[src/pcsc_pkg.sv]
// Shared types, codes and helper functions for the PCM integer sample converter.
// Used by every module of the block; depends on nothing.
package pcsc_pkg;

  localparam int unsigned ByteW   = 8;
  localparam int unsigned SampleW = 32;
  localparam int unsigned BitsW   = 6;
  localparam int unsigned CfgIdxW = 2;

  // Operation codes carried by the func field.
  localparam logic FUNC_UNPACK = 1'b0;
  localparam logic FUNC_PACK   = 1'b1;

  // Configuration register indexes.
  localparam logic [CfgIdxW-1:0] REG_SAMPLE_BITS = 2'd0;
  localparam logic [CfgIdxW-1:0] REG_IS_SIGNED   = 2'd1;
  localparam logic [CfgIdxW-1:0] REG_LSB_FIRST   = 2'd2;
  localparam logic [CfgIdxW-1:0] REG_SCALE_MODE  = 2'd3;

  // Container size, stored as the index of its last byte.
  localparam logic [1:0] LAST_IDX_1B = 2'd0;
  localparam logic [1:0] LAST_IDX_2B = 2'd1;
  localparam logic [1:0] LAST_IDX_4B = 2'd3;

  typedef struct packed {
    logic [BitsW-1:0] sample_bits;
    logic             is_signed;
    logic             lsb_first;
    logic             scale_mode;
  } pcsc_cfg_t;

  // One queued job: a finished sample, or a packed value to serialize.
  typedef struct packed {
    logic               is_pack;
    logic [SampleW-1:0] data;
    logic [1:0]         last_idx;
    logic               lsb_first;
  } pcsc_entry_t;

  // Sample width clamped to the range 1..32.
  function automatic logic [BitsW-1:0] eff_bits(logic [BitsW-1:0] sb);
    logic [BitsW-1:0] r;
    if (sb == '0) begin
      r = BitsW'(1);
    end else if (sb > BitsW'(SampleW)) begin
      r = BitsW'(SampleW);
    end else begin
      r = sb;
    end
    return r;
  endfunction

  function automatic logic [1:0] container_last(logic [BitsW-1:0] eb);
    logic [1:0] r;
    if (eb <= BitsW'(8)) begin
      r = LAST_IDX_1B;
    end else if (eb <= BitsW'(16)) begin
      r = LAST_IDX_2B;
    end else begin
      r = LAST_IDX_4B;
    end
    return r;
  endfunction

endpackage

[src/pcsc_front.sv]
// Front end: accepts input transactions, gathers stream bytes and forms queue jobs.
// Depends on pcsc_pkg; feeds pcsc_queue.
module pcsc_front (
  input  logic                                clk_i,
  input  logic                                rst_ni,
  input  pcsc_pkg::pcsc_cfg_t                 cfg_i,
  input  logic                                in_valid_i,
  output logic                                in_stall_o,
  input  logic                                func_i,
  input  logic [pcsc_pkg::ByteW-1:0]          byte_in_i,
  input  logic signed [pcsc_pkg::SampleW-1:0] sample_in_i,
  input  logic                                q_full_i,
  output logic                                push_o,
  output pcsc_pkg::pcsc_entry_t               entry_o
);
  import pcsc_pkg::*;

  logic [SampleW-1:0] acc_q, acc_d;
  logic [1:0]         gath_q, gath_d;

  logic [BitsW-1:0]   eff;
  logic [1:0]         last_idx;
  logic [4:0]         shift;
  logic [SampleW-1:0] flip;
  logic [SampleW-1:0] acc_next;
  logic [2:0]         count;
  logic               done;
  logic               accept;
  logic [SampleW-1:0] raw;
  logic [SampleW-1:0] swapped;
  logic [SampleW-1:0] ordered;
  logic [SampleW-1:0] unscaled;
  logic [SampleW-1:0] unpack_val;
  logic [SampleW-1:0] src;
  logic [SampleW-1:0] pack_val;

  assign in_stall_o = q_full_i;
  assign accept     = in_valid_i && !in_stall_o;

  always_comb begin
    eff      = eff_bits(cfg_i.sample_bits);
    last_idx = container_last(eff);
    shift    = 5'(BitsW'(SampleW) - eff);
    flip     = cfg_i.is_signed ? '0 : {1'b1, {(SampleW-1){1'b0}}};
    acc_next = {acc_q[SampleW-ByteW-1:0], byte_in_i};
    count    = {1'b0, gath_q} + 3'd1;
    done     = count > {1'b0, last_idx};

    // The most recent container bytes, in arrival order and then byte-swapped.
    case (last_idx)
      LAST_IDX_1B: begin
        raw     = {24'b0, acc_next[7:0]};
        swapped = raw;
      end
      LAST_IDX_2B: begin
        raw     = {16'b0, acc_next[15:0]};
        swapped = {16'b0, acc_next[7:0], acc_next[15:8]};
      end
      default: begin
        raw     = acc_next;
        swapped = {acc_next[7:0], acc_next[15:8], acc_next[23:16], acc_next[31:24]};
      end
    endcase
    ordered = cfg_i.lsb_first ? swapped : raw;

    if (cfg_i.is_signed) begin
      case (last_idx)
        LAST_IDX_1B: unscaled = {{24{ordered[7]}}, ordered[7:0]};
        LAST_IDX_2B: unscaled = {{16{ordered[15]}}, ordered[15:0]};
        default:     unscaled = ordered;
      endcase
    end else begin
      unscaled = ordered;
    end

    unpack_val = cfg_i.scale_mode ? ((ordered << shift) ^ flip) : unscaled;
    src        = sample_in_i;
    pack_val   = cfg_i.scale_mode ? ((src ^ flip) >> shift) : src;
  end

  assign push_o             = accept && ((func_i == FUNC_PACK) || done);
  assign entry_o.is_pack    = (func_i == FUNC_PACK);
  assign entry_o.data       = (func_i == FUNC_PACK) ? pack_val : unpack_val;
  assign entry_o.last_idx   = last_idx;
  assign entry_o.lsb_first  = cfg_i.lsb_first;

  always_comb begin
    acc_d  = acc_q;
    gath_d = gath_q;
    if (accept && (func_i == FUNC_UNPACK)) begin
      if (done) begin
        acc_d  = '0;
        gath_d = '0;
      end else begin
        acc_d  = acc_next;
        gath_d = count[1:0];
      end
    end
  end

  always_ff @(posedge clk_i or negedge rst_ni) begin
    if (!rst_ni) begin
      acc_q  <= '0;
      gath_q <= '0;
    end else begin
      acc_q  <= acc_d;
      gath_q <= gath_d;
    end
  end

endmodule

[src/pcsc_queue.sv]
// Short job queue between the front end and the output serializer.
// Depends on pcsc_pkg for the entry type.
module pcsc_queue #(
  parameter int unsigned Depth = 2
) (
  input  logic                  clk_i,
  input  logic                  rst_ni,
  input  logic                  push_i,
  input  pcsc_pkg::pcsc_entry_t entry_i,
  output logic                  full_o,
  output logic                  valid_o,
  output pcsc_pkg::pcsc_entry_t head_o,
  input  logic                  pop_i
);
  import pcsc_pkg::*;

  localparam int unsigned PtrW = (Depth > 1) ? $clog2(Depth) : 1;
  localparam int unsigned CntW = $clog2(Depth + 1);
  localparam logic [PtrW-1:0] LastPtr = PtrW'(Depth - 1);

  pcsc_entry_t         mem_q [Depth];
  logic [PtrW-1:0]     wr_ptr_q, wr_ptr_d;
  logic [PtrW-1:0]     rd_ptr_q, rd_ptr_d;
  logic [CntW-1:0]     count_q, count_d;

  assign full_o  = (count_q == CntW'(Depth));
  assign valid_o = (count_q != '0);
  assign head_o  = mem_q[rd_ptr_q];

  always_comb begin
    wr_ptr_d = wr_ptr_q;
    rd_ptr_d = rd_ptr_q;
    count_d  = count_q;
    if (push_i) begin
      wr_ptr_d = (wr_ptr_q == LastPtr) ? '0 : wr_ptr_q + PtrW'(1);
    end
    if (pop_i) begin
      rd_ptr_d = (rd_ptr_q == LastPtr) ? '0 : rd_ptr_q + PtrW'(1);
    end
    if (push_i && !pop_i) begin
      count_d = count_q + CntW'(1);
    end else if (!push_i && pop_i) begin
      count_d = count_q - CntW'(1);
    end
  end

  always_ff @(posedge clk_i) begin
    if (push_i) begin
      mem_q[wr_ptr_q] <= entry_i;
    end
  end

  always_ff @(posedge clk_i or negedge rst_ni) begin
    if (!rst_ni) begin
      wr_ptr_q <= '0;
      rd_ptr_q <= '0;
      count_q  <= '0;
    end else begin
      wr_ptr_q <= wr_ptr_d;
      rd_ptr_q <= rd_ptr_d;
      count_q  <= count_d;
    end
  end

`ifndef SYNTH
  a_no_push_full: assert property (@(posedge clk_i) disable iff (!rst_ni)
    push_i |-> !full_o) else $error("queue written while full");
  a_no_pop_empty: assert property (@(posedge clk_i) disable iff (!rst_ni)
    pop_i |-> valid_o) else $error("queue read while empty");
  a_count_range: assert property (@(posedge clk_i) disable iff (!rst_ni)
    count_q <= CntW'(Depth)) else $error("queue count out of range");
  a_fill_tracks: assert property (@(posedge clk_i) disable iff (!rst_ni)
    (push_i && !pop_i && (count_q == CntW'(Depth - 1))) |=> full_o)
    else $error("queue did not report full after last slot filled");
`endif

endmodule

[src/pcsc_back.sv]
// Back end: takes queue jobs and drives result transactions from an output register.
// Depends on pcsc_pkg; pops pcsc_queue.
module pcsc_back (
  input  logic                                 clk_i,
  input  logic                                 rst_ni,
  input  logic                                 q_valid_i,
  input  pcsc_pkg::pcsc_entry_t                q_head_i,
  output logic                                 pop_o,
  output logic                                 out_valid_o,
  input  logic                                 out_stall_i,
  output logic                                 is_byte_o,
  output logic signed [pcsc_pkg::SampleW-1:0]  sample_out_o,
  output logic [pcsc_pkg::ByteW-1:0]           byte_out_o,
  output logic                                 last_o
);
  import pcsc_pkg::*;

  logic               out_valid_q, out_valid_d;
  logic               is_byte_q, is_byte_d;
  logic [SampleW-1:0] sample_q, sample_d;
  logic [ByteW-1:0]   byte_q, byte_d;
  logic               last_q, last_d;
  logic [1:0]         k_q, k_d;

  logic               load;
  logic               k_last;
  logic [1:0]         pos;
  logic [SampleW-1:0] shifted;

  assign load   = q_valid_i && (!out_valid_q || !out_stall_i);
  assign k_last = (k_q == q_head_i.last_idx);
  assign pos    = q_head_i.lsb_first ? k_q : (q_head_i.last_idx - k_q);
  assign shifted = q_head_i.data >> {pos, 3'b000};

  always_comb begin
    out_valid_d = out_valid_q;
    is_byte_d   = is_byte_q;
    sample_d    = sample_q;
    byte_d      = byte_q;
    last_d      = last_q;
    k_d         = k_q;
    pop_o       = 1'b0;
    if (load) begin
      out_valid_d = 1'b1;
      if (q_head_i.is_pack) begin
        is_byte_d = 1'b1;
        sample_d  = '0;
        byte_d    = shifted[ByteW-1:0];
        last_d    = k_last;
        k_d       = k_last ? 2'd0 : k_q + 2'd1;
        pop_o     = k_last;
      end else begin
        is_byte_d = 1'b0;
        sample_d  = q_head_i.data;
        byte_d    = '0;
        last_d    = 1'b1;
        pop_o     = 1'b1;
      end
    end else if (!out_stall_i) begin
      out_valid_d = 1'b0;
    end
  end

  always_ff @(posedge clk_i or negedge rst_ni) begin
    if (!rst_ni) begin
      out_valid_q <= 1'b0;
      k_q         <= '0;
    end else begin
      out_valid_q <= out_valid_d;
      k_q         <= k_d;
    end
  end

  always_ff @(posedge clk_i) begin
    is_byte_q <= is_byte_d;
    sample_q  <= sample_d;
    byte_q    <= byte_d;
    last_q    <= last_d;
  end

  assign out_valid_o  = out_valid_q;
  assign is_byte_o    = is_byte_q;
  assign sample_out_o = sample_q;
  assign byte_out_o   = byte_q;
  assign last_o       = last_q;

`ifndef SYNTH
  a_byte_idx_range: assert property (@(posedge clk_i) disable iff (!rst_ni)
    (k_q != 2'd0) |-> (q_valid_i && q_head_i.is_pack && (k_q <= q_head_i.last_idx)))
    else $error("byte index active without a pack job at the queue head");
  a_hold_on_stall: assert property (@(posedge clk_i) disable iff (!rst_ni)
    (out_valid_q && out_stall_i) |-> !pop_o)
    else $error("job retired while the output register was stalled");
  a_pop_marks_last: assert property (@(posedge clk_i) disable iff (!rst_ni)
    pop_o |=> (out_valid_q && last_q))
    else $error("job retired without a final result");
`endif

endmodule

[src/pcm_int_sample_converter_unit.sv]
// PCM integer sample converter: unpack from stream bytes, pack to stream bytes.
// Path: a job is written into the job queue, then loaded into the output register.
// Throughput: one input transaction per cycle while in_stall_o is low; a pack transaction
// yields one output byte per container byte (1, 2 or 4 bytes), from the byte serializer.
// Reset: configuration returns to 16-bit signed little-endian scaled; gather state,
// job queue and output register are cleared at once, with no clearing pass.
module pcm_int_sample_converter_unit #(
  parameter int unsigned QueueDepth = 2
) (
  input  logic                                 clk_i,
  input  logic                                 rst_ni,
  input  logic                                 cfg_valid_i,
  output logic                                 cfg_ready_o,
  input  logic [pcsc_pkg::CfgIdxW-1:0]         cfg_index_i,
  input  logic [pcsc_pkg::BitsW-1:0]           cfg_data_i,
  input  logic                                 in_valid_i,
  output logic                                 in_stall_o,
  input  logic                                 func_i,
  input  logic [pcsc_pkg::ByteW-1:0]           byte_in_i,
  input  logic signed [pcsc_pkg::SampleW-1:0]  sample_in_i,
  output logic                                 out_valid_o,
  input  logic                                 out_stall_i,
  output logic                                 is_byte_o,
  output logic signed [pcsc_pkg::SampleW-1:0]  sample_out_o,
  output logic [pcsc_pkg::ByteW-1:0]           byte_out_o,
  output logic                                 last_o
);
  import pcsc_pkg::*;

  pcsc_cfg_t   cfg_q, cfg_d;
  logic        q_full;
  logic        q_valid;
  logic        push;
  logic        pop;
  pcsc_entry_t push_entry;
  pcsc_entry_t head_entry;

  assign cfg_ready_o = 1'b1;

  always_comb begin
    cfg_d = cfg_q;
    if (cfg_valid_i && cfg_ready_o) begin
      case (cfg_index_i)
        REG_SAMPLE_BITS: cfg_d.sample_bits = cfg_data_i;
        REG_IS_SIGNED:   cfg_d.is_signed   = cfg_data_i[0];
        REG_LSB_FIRST:   cfg_d.lsb_first   = cfg_data_i[0];
        REG_SCALE_MODE:  cfg_d.scale_mode  = cfg_data_i[0];
        default:         cfg_d = cfg_q;
      endcase
    end
  end

  always_ff @(posedge clk_i or negedge rst_ni) begin
    if (!rst_ni) begin
      cfg_q.sample_bits <= BitsW'(16);
      cfg_q.is_signed   <= 1'b1;
      cfg_q.lsb_first   <= 1'b1;
      cfg_q.scale_mode  <= 1'b1;
    end else begin
      cfg_q <= cfg_d;
    end
  end

  pcsc_front u_front (
    .clk_i       (clk_i),
    .rst_ni      (rst_ni),
    .cfg_i       (cfg_q),
    .in_valid_i  (in_valid_i),
    .in_stall_o  (in_stall_o),
    .func_i      (func_i),
    .byte_in_i   (byte_in_i),
    .sample_in_i (sample_in_i),
    .q_full_i    (q_full),
    .push_o      (push),
    .entry_o     (push_entry)
  );

  pcsc_queue #(
    .Depth (QueueDepth)
  ) u_queue (
    .clk_i   (clk_i),
    .rst_ni  (rst_ni),
    .push_i  (push),
    .entry_i (push_entry),
    .full_o  (q_full),
    .valid_o (q_valid),
    .head_o  (head_entry),
    .pop_i   (pop)
  );

  pcsc_back u_back (
    .clk_i        (clk_i),
    .rst_ni       (rst_ni),
    .q_valid_i    (q_valid),
    .q_head_i     (head_entry),
    .pop_o        (pop),
    .out_valid_o  (out_valid_o),
    .out_stall_i  (out_stall_i),
    .is_byte_o    (is_byte_o),
    .sample_out_o (sample_out_o),
    .byte_out_o   (byte_out_o),
    .last_o       (last_o)
  );

endmodule
[config.mk]
export PLATFORM = sky130hd
export DESIGN_NAME = pcm_int_sample_converter_unit
export DESIGN_NICKNAME = d
export VERILOG_FILES = /design/src/pcsc_pkg.sv /design/src/pcsc_front.sv /design/src/pcsc_queue.sv /design/src/pcsc_back.sv /design/src/pcm_int_sample_converter_unit.sv
export SDC_FILE = /design/constraint.sdc
export NUM_CORES = 1
export LEC_CHECK = 0
export BUFFER_PORTS_ARGS = -buffer_cell sky130_fd_sc_hd__buf_4
export CAP_MARGIN = 20
export CORE_UTILIZATION = 40
export CTS_BUF_LIST = sky130_fd_sc_hd__clkbuf_2
export DETAILED_ROUTE_END_ITERATION = 10
export GPL_ROUTABILITY_DRIVEN = 0
export PLACE_DENSITY = 0.64
export SYNTH_ARGS = -nofsm -noshare
export SYNTH_HDL_FRONTEND = slang
export SYNTH_SLANG_ARGS = --single-unit
[constraint.sdc]
create_clock -name clk_i -period 19.9 [get_ports clk_i]
set_input_delay 3.98 -clock clk_i [delete_from_list [all_inputs] [get_ports clk_i]]
set_output_delay 3.98 -clock clk_i [all_outputs]
set_load 0.02 [all_outputs]
==> results_dict.tcl <==
set metrics [dict create \
    combPwrFrac 0.608 \
    grt_pass1_vias 9719 \
    start_util 0.409 \
    wl_per_cell_um 22.8 \
    place_ws_ps 13210 \
    wirelength_um 37000 \
    clockBufferDepth 2 \
    insertion_delay_ps 740 \
    crit_chain "nor4_4 > o21a_2 > inv_4 > ha_1 > or3b_2 > a221o_1 > nor3_1 > nand2_1 > o21ai_0 > a21oi_1 > a221oi_1" \
    routed_via_density 6.56 \
    slowest_stage "nor3_1" \
    syn_inst 1192 \
    synth-compound-area-share 0.192 \
    cts_hold_buf 0 \
    cts_setup_buffers 0 \
    layout_commonest_cell "nand2_1" \
    htreeDepth 4 \
    peakVddDrop_uv 74.7 \
    fp.dieW_um 174 \
    synth_xor_area_frac 0.00890 \
    synth_seq_cells 156 \
    netlist_top_cells_area "edfxtp_1 (29%), mux4_2 (12%), dfrtp_1 (8.1%)" \
    cap_viol_max_count 0 \
    start_kind "flop" \
    yosys_warnings 0 \
    min_delay_worst_endpoint "u_queue.wr_ptr_q$_DFFE_PN0P_" \
    avgSynthCellArea_um2 9.90 \
    max_stage_delay_ps 940 \
    netlist.top_cell.by_area "edfxtp_1" \
    gr-total-overflow 0 \
    clock_sinks 156 \
    fin_ws_ps 13570 \
    coreArea_um2 28900 \
    post_cts_resized 0 \
    finalHoldViolCount 0 \
    place_hpwl_um 26400 \
    r2r-start "cfg_q[6]$_DFFE_PN0P_" \
    finish.utilization 0.453 \
    rsz0062_at_grt "no" \
    io_pins 99 \
    layout-drive-gt1-share 0.217 \
    path_max_fanout 32 \
    hold_ws_ps 528 \
    synth_mux_area_frac 0.210 \
    slew_violations 0 \
    synthAdderAreaFrac 0.00699 \
    yosysSeqAreaShare 0.379 \
    r2r_slack_ps 13570 \
    status "complete, no violations" \
    antenna_found_initial 1 \
    relSlewSlack 0.275 \
    switching_power_uw 986 \
    fin_crit_ps 6330 \
    clk_pin_slew_ps 250 \
    reg2reg_to "u_queue.mem_q[0][17]$_DFFE_PP_" \
    grt_max_degree 70 \
    cp.arrival_ps 6760 \
    period_share 0.318 \
    syn_to_final_growth_pct 10.8 \
    nNetsFinal 1284 \
    seq_power_share 0.293 \
    fillers 2747 \
    fp-row-count 62 \
    setup_tns_ps 0 \
    async_flop_share 0.269 \
    power.internal_mw 1.07 \
    required_ps 20340 \
    numPortBuffers 97 \
    synth_simple_gate_area_frac 0.161 \
    numCtsBuffers 17 \
    max_freq_mhz 158 \
    min_path_cells 1 \
    via_count 10600 \
    syn-cell-area_um2 11800 \
    tightestPinTransition_ps 1090 \
    drtAntennaViolNets 0 \
    grt_pass1_wl_um 57600 \
    powerDensity_nw_per_um2 157 \
    drc_errors 0 \
    power_mw 2.05 \
    layout_common_cells "nand2_1 (158), buf_4 (119), edfxtp_1 (114)" \
    cp-end-kind "flop" \
    dieArea_um2 30200 \
    crit_start "cfg_q[6]$_DFFE_PN0P_" \
    synth_edf_count 114 \
    ys_types 85 \
    synth_top_family_by_area "multiplexers" \
    die_y_um 174 \
    leakagePower_nw 4.95 \
    cts_tree "built" \
    worstHoldStart "u_queue.wr_ptr_q$_DFFE_PN0P_" \
    reg2reg_depth 11 \
    drt_iter0_markers 1459 \
    hp-class "flop to flop" \
    setup_violations 0 \
    synth_nets 1252 \
    synthFlopType "edfxtp_1" \
    worstSetupPathType "flop to flop" \
    clockPowerShare 0.100 \
    synth_top_area_share 0.290 \
    dr.pass1.iters 8 \
    clock-root-buffer "clkbuf_2" \
    grt_usage 0.244 \
    clock_skew_ps 59.9 \
    p_sw_frac 0.481 \
]
[cell type report]
| cell class | instances | area [um^2] | area share |
|---|---|---|---|
| multi-input combinational | 917 | 6890 | 0.527 |
| clock inverter | 14 | 200 | 0.0153 |
| timing repair buffer | 119 | 893 | 0.0683 |
| tap | 384 | 480 | 0.0367 |
| inverter | 13 | 51.3 | 0.00392 |
| antenna | 1 | 2.50 | 0.000191 |
| sequential | 156 | 4480 | 0.342 |
| clock buffer | 17 | 85.1 | 0.00650 |
[logic make-up after synthesis]
| logic type | count (synthesis) |
|---|---|
| adder cells (fa/ha/maj) | 6 |
| XOR/XNOR | 12 |
| multiplexers | 169 |
| buffers and inverters | 119 |
| AND/OR/NAND/NOR | 404 |
| other | 1 |
| AO/OA/AOI/OAI | 325 |
| flip-flops | 156 |
[per-layer routing]
| layer | global-route usage | wire length, um | vias up |
|---|---|---|---|
| met5 | 0 | 0 | - |
| met3 | 0.0566 | 3870 | 147 |
| met4 | 0.102 | 1630 | 0 |
| met1 | 0.326 | 14700 | 5109 |
| li1 | - | - | 4686 |
| met2 | 0.380 | 16900 | 699 |
[how the worst max path moves through the flow]
stage | endpoint | slack [ps] | cells after the start
final | u_queue.mem_q[0][17]$_DFFE_PP_ | 13570 | 11
after global routing | u_queue.mem_q[0][17]$_DFFE_PP_ | 13300 | 12
after CTS | u_queue.mem_q[1][12]$_DFFE_PP_ | 13870 | 14
after detailed placement | u_queue.mem_q[0][30]$_DFFE_PP_ | 13210 | 9
after global placement | u_queue.mem_q[0][30]$_DFFE_PP_ | 13200 | 9
after floorplan | u_queue.mem_q[0][0]$_DFFE_PP_ | 12610 | 3
[sequential cells by signal (all words and copies together) (netlist names)]
name and flops:
cfg_q 9, u_back.byte_out_o 8, u_back.is_byte_o 1, u_back.k_q 2
u_back.last_o 1, u_back.out_valid_o 1, u_back.sample_out_o 32, u_front.acc_q 24
u_front.gath_q 2, u_queue.count_q 2, u_queue.mem_q 72, u_queue.rd_ptr_q 1
u_queue.wr_ptr_q 1
[cell usage after synthesis, drive strengths merged, types with 25 or more instances]
cell type,number
mux4,62
o21ai,67
clkbuf,72
a211oi,28
a21oi,67
nor2,110
nand2,159
mux2i,93
nor3,25
dfrtp,38
edfxtp,114
buf,34
nand3,27
[power by group through the flow]
stage               logic, mW  clock network [mW]  registers (mW)
finish                   1.25               0.205           0.600
global route             1.33               0.222           0.615
CTS                      1.22               0.211           0.600
detailed placement       1.21                   0           0.608
global placement         1.21                   0           0.605
floorplan               0.832                   0           0.626
[worst max-delay path: cells and delay by family, from the launching register on]
family                   cells  cell delay, ps
AND/OR/NAND/NOR              4            1980
flip-flops                   1             830
adder cells (fa/ha/maj)      1             500
AO/OA/AOI/OAI                5            2230
buffers and inverters        1             490
[metrics by stage]
stage               instances  instance area, um^2
floorplan                1192                11800
global placement         1589                12800
detailed placement       1589                12800
CTS                      1620                13100
global route             1621                13100
finish                   1621                13100
Note: power is estimated with default switching activity, not from simulation.
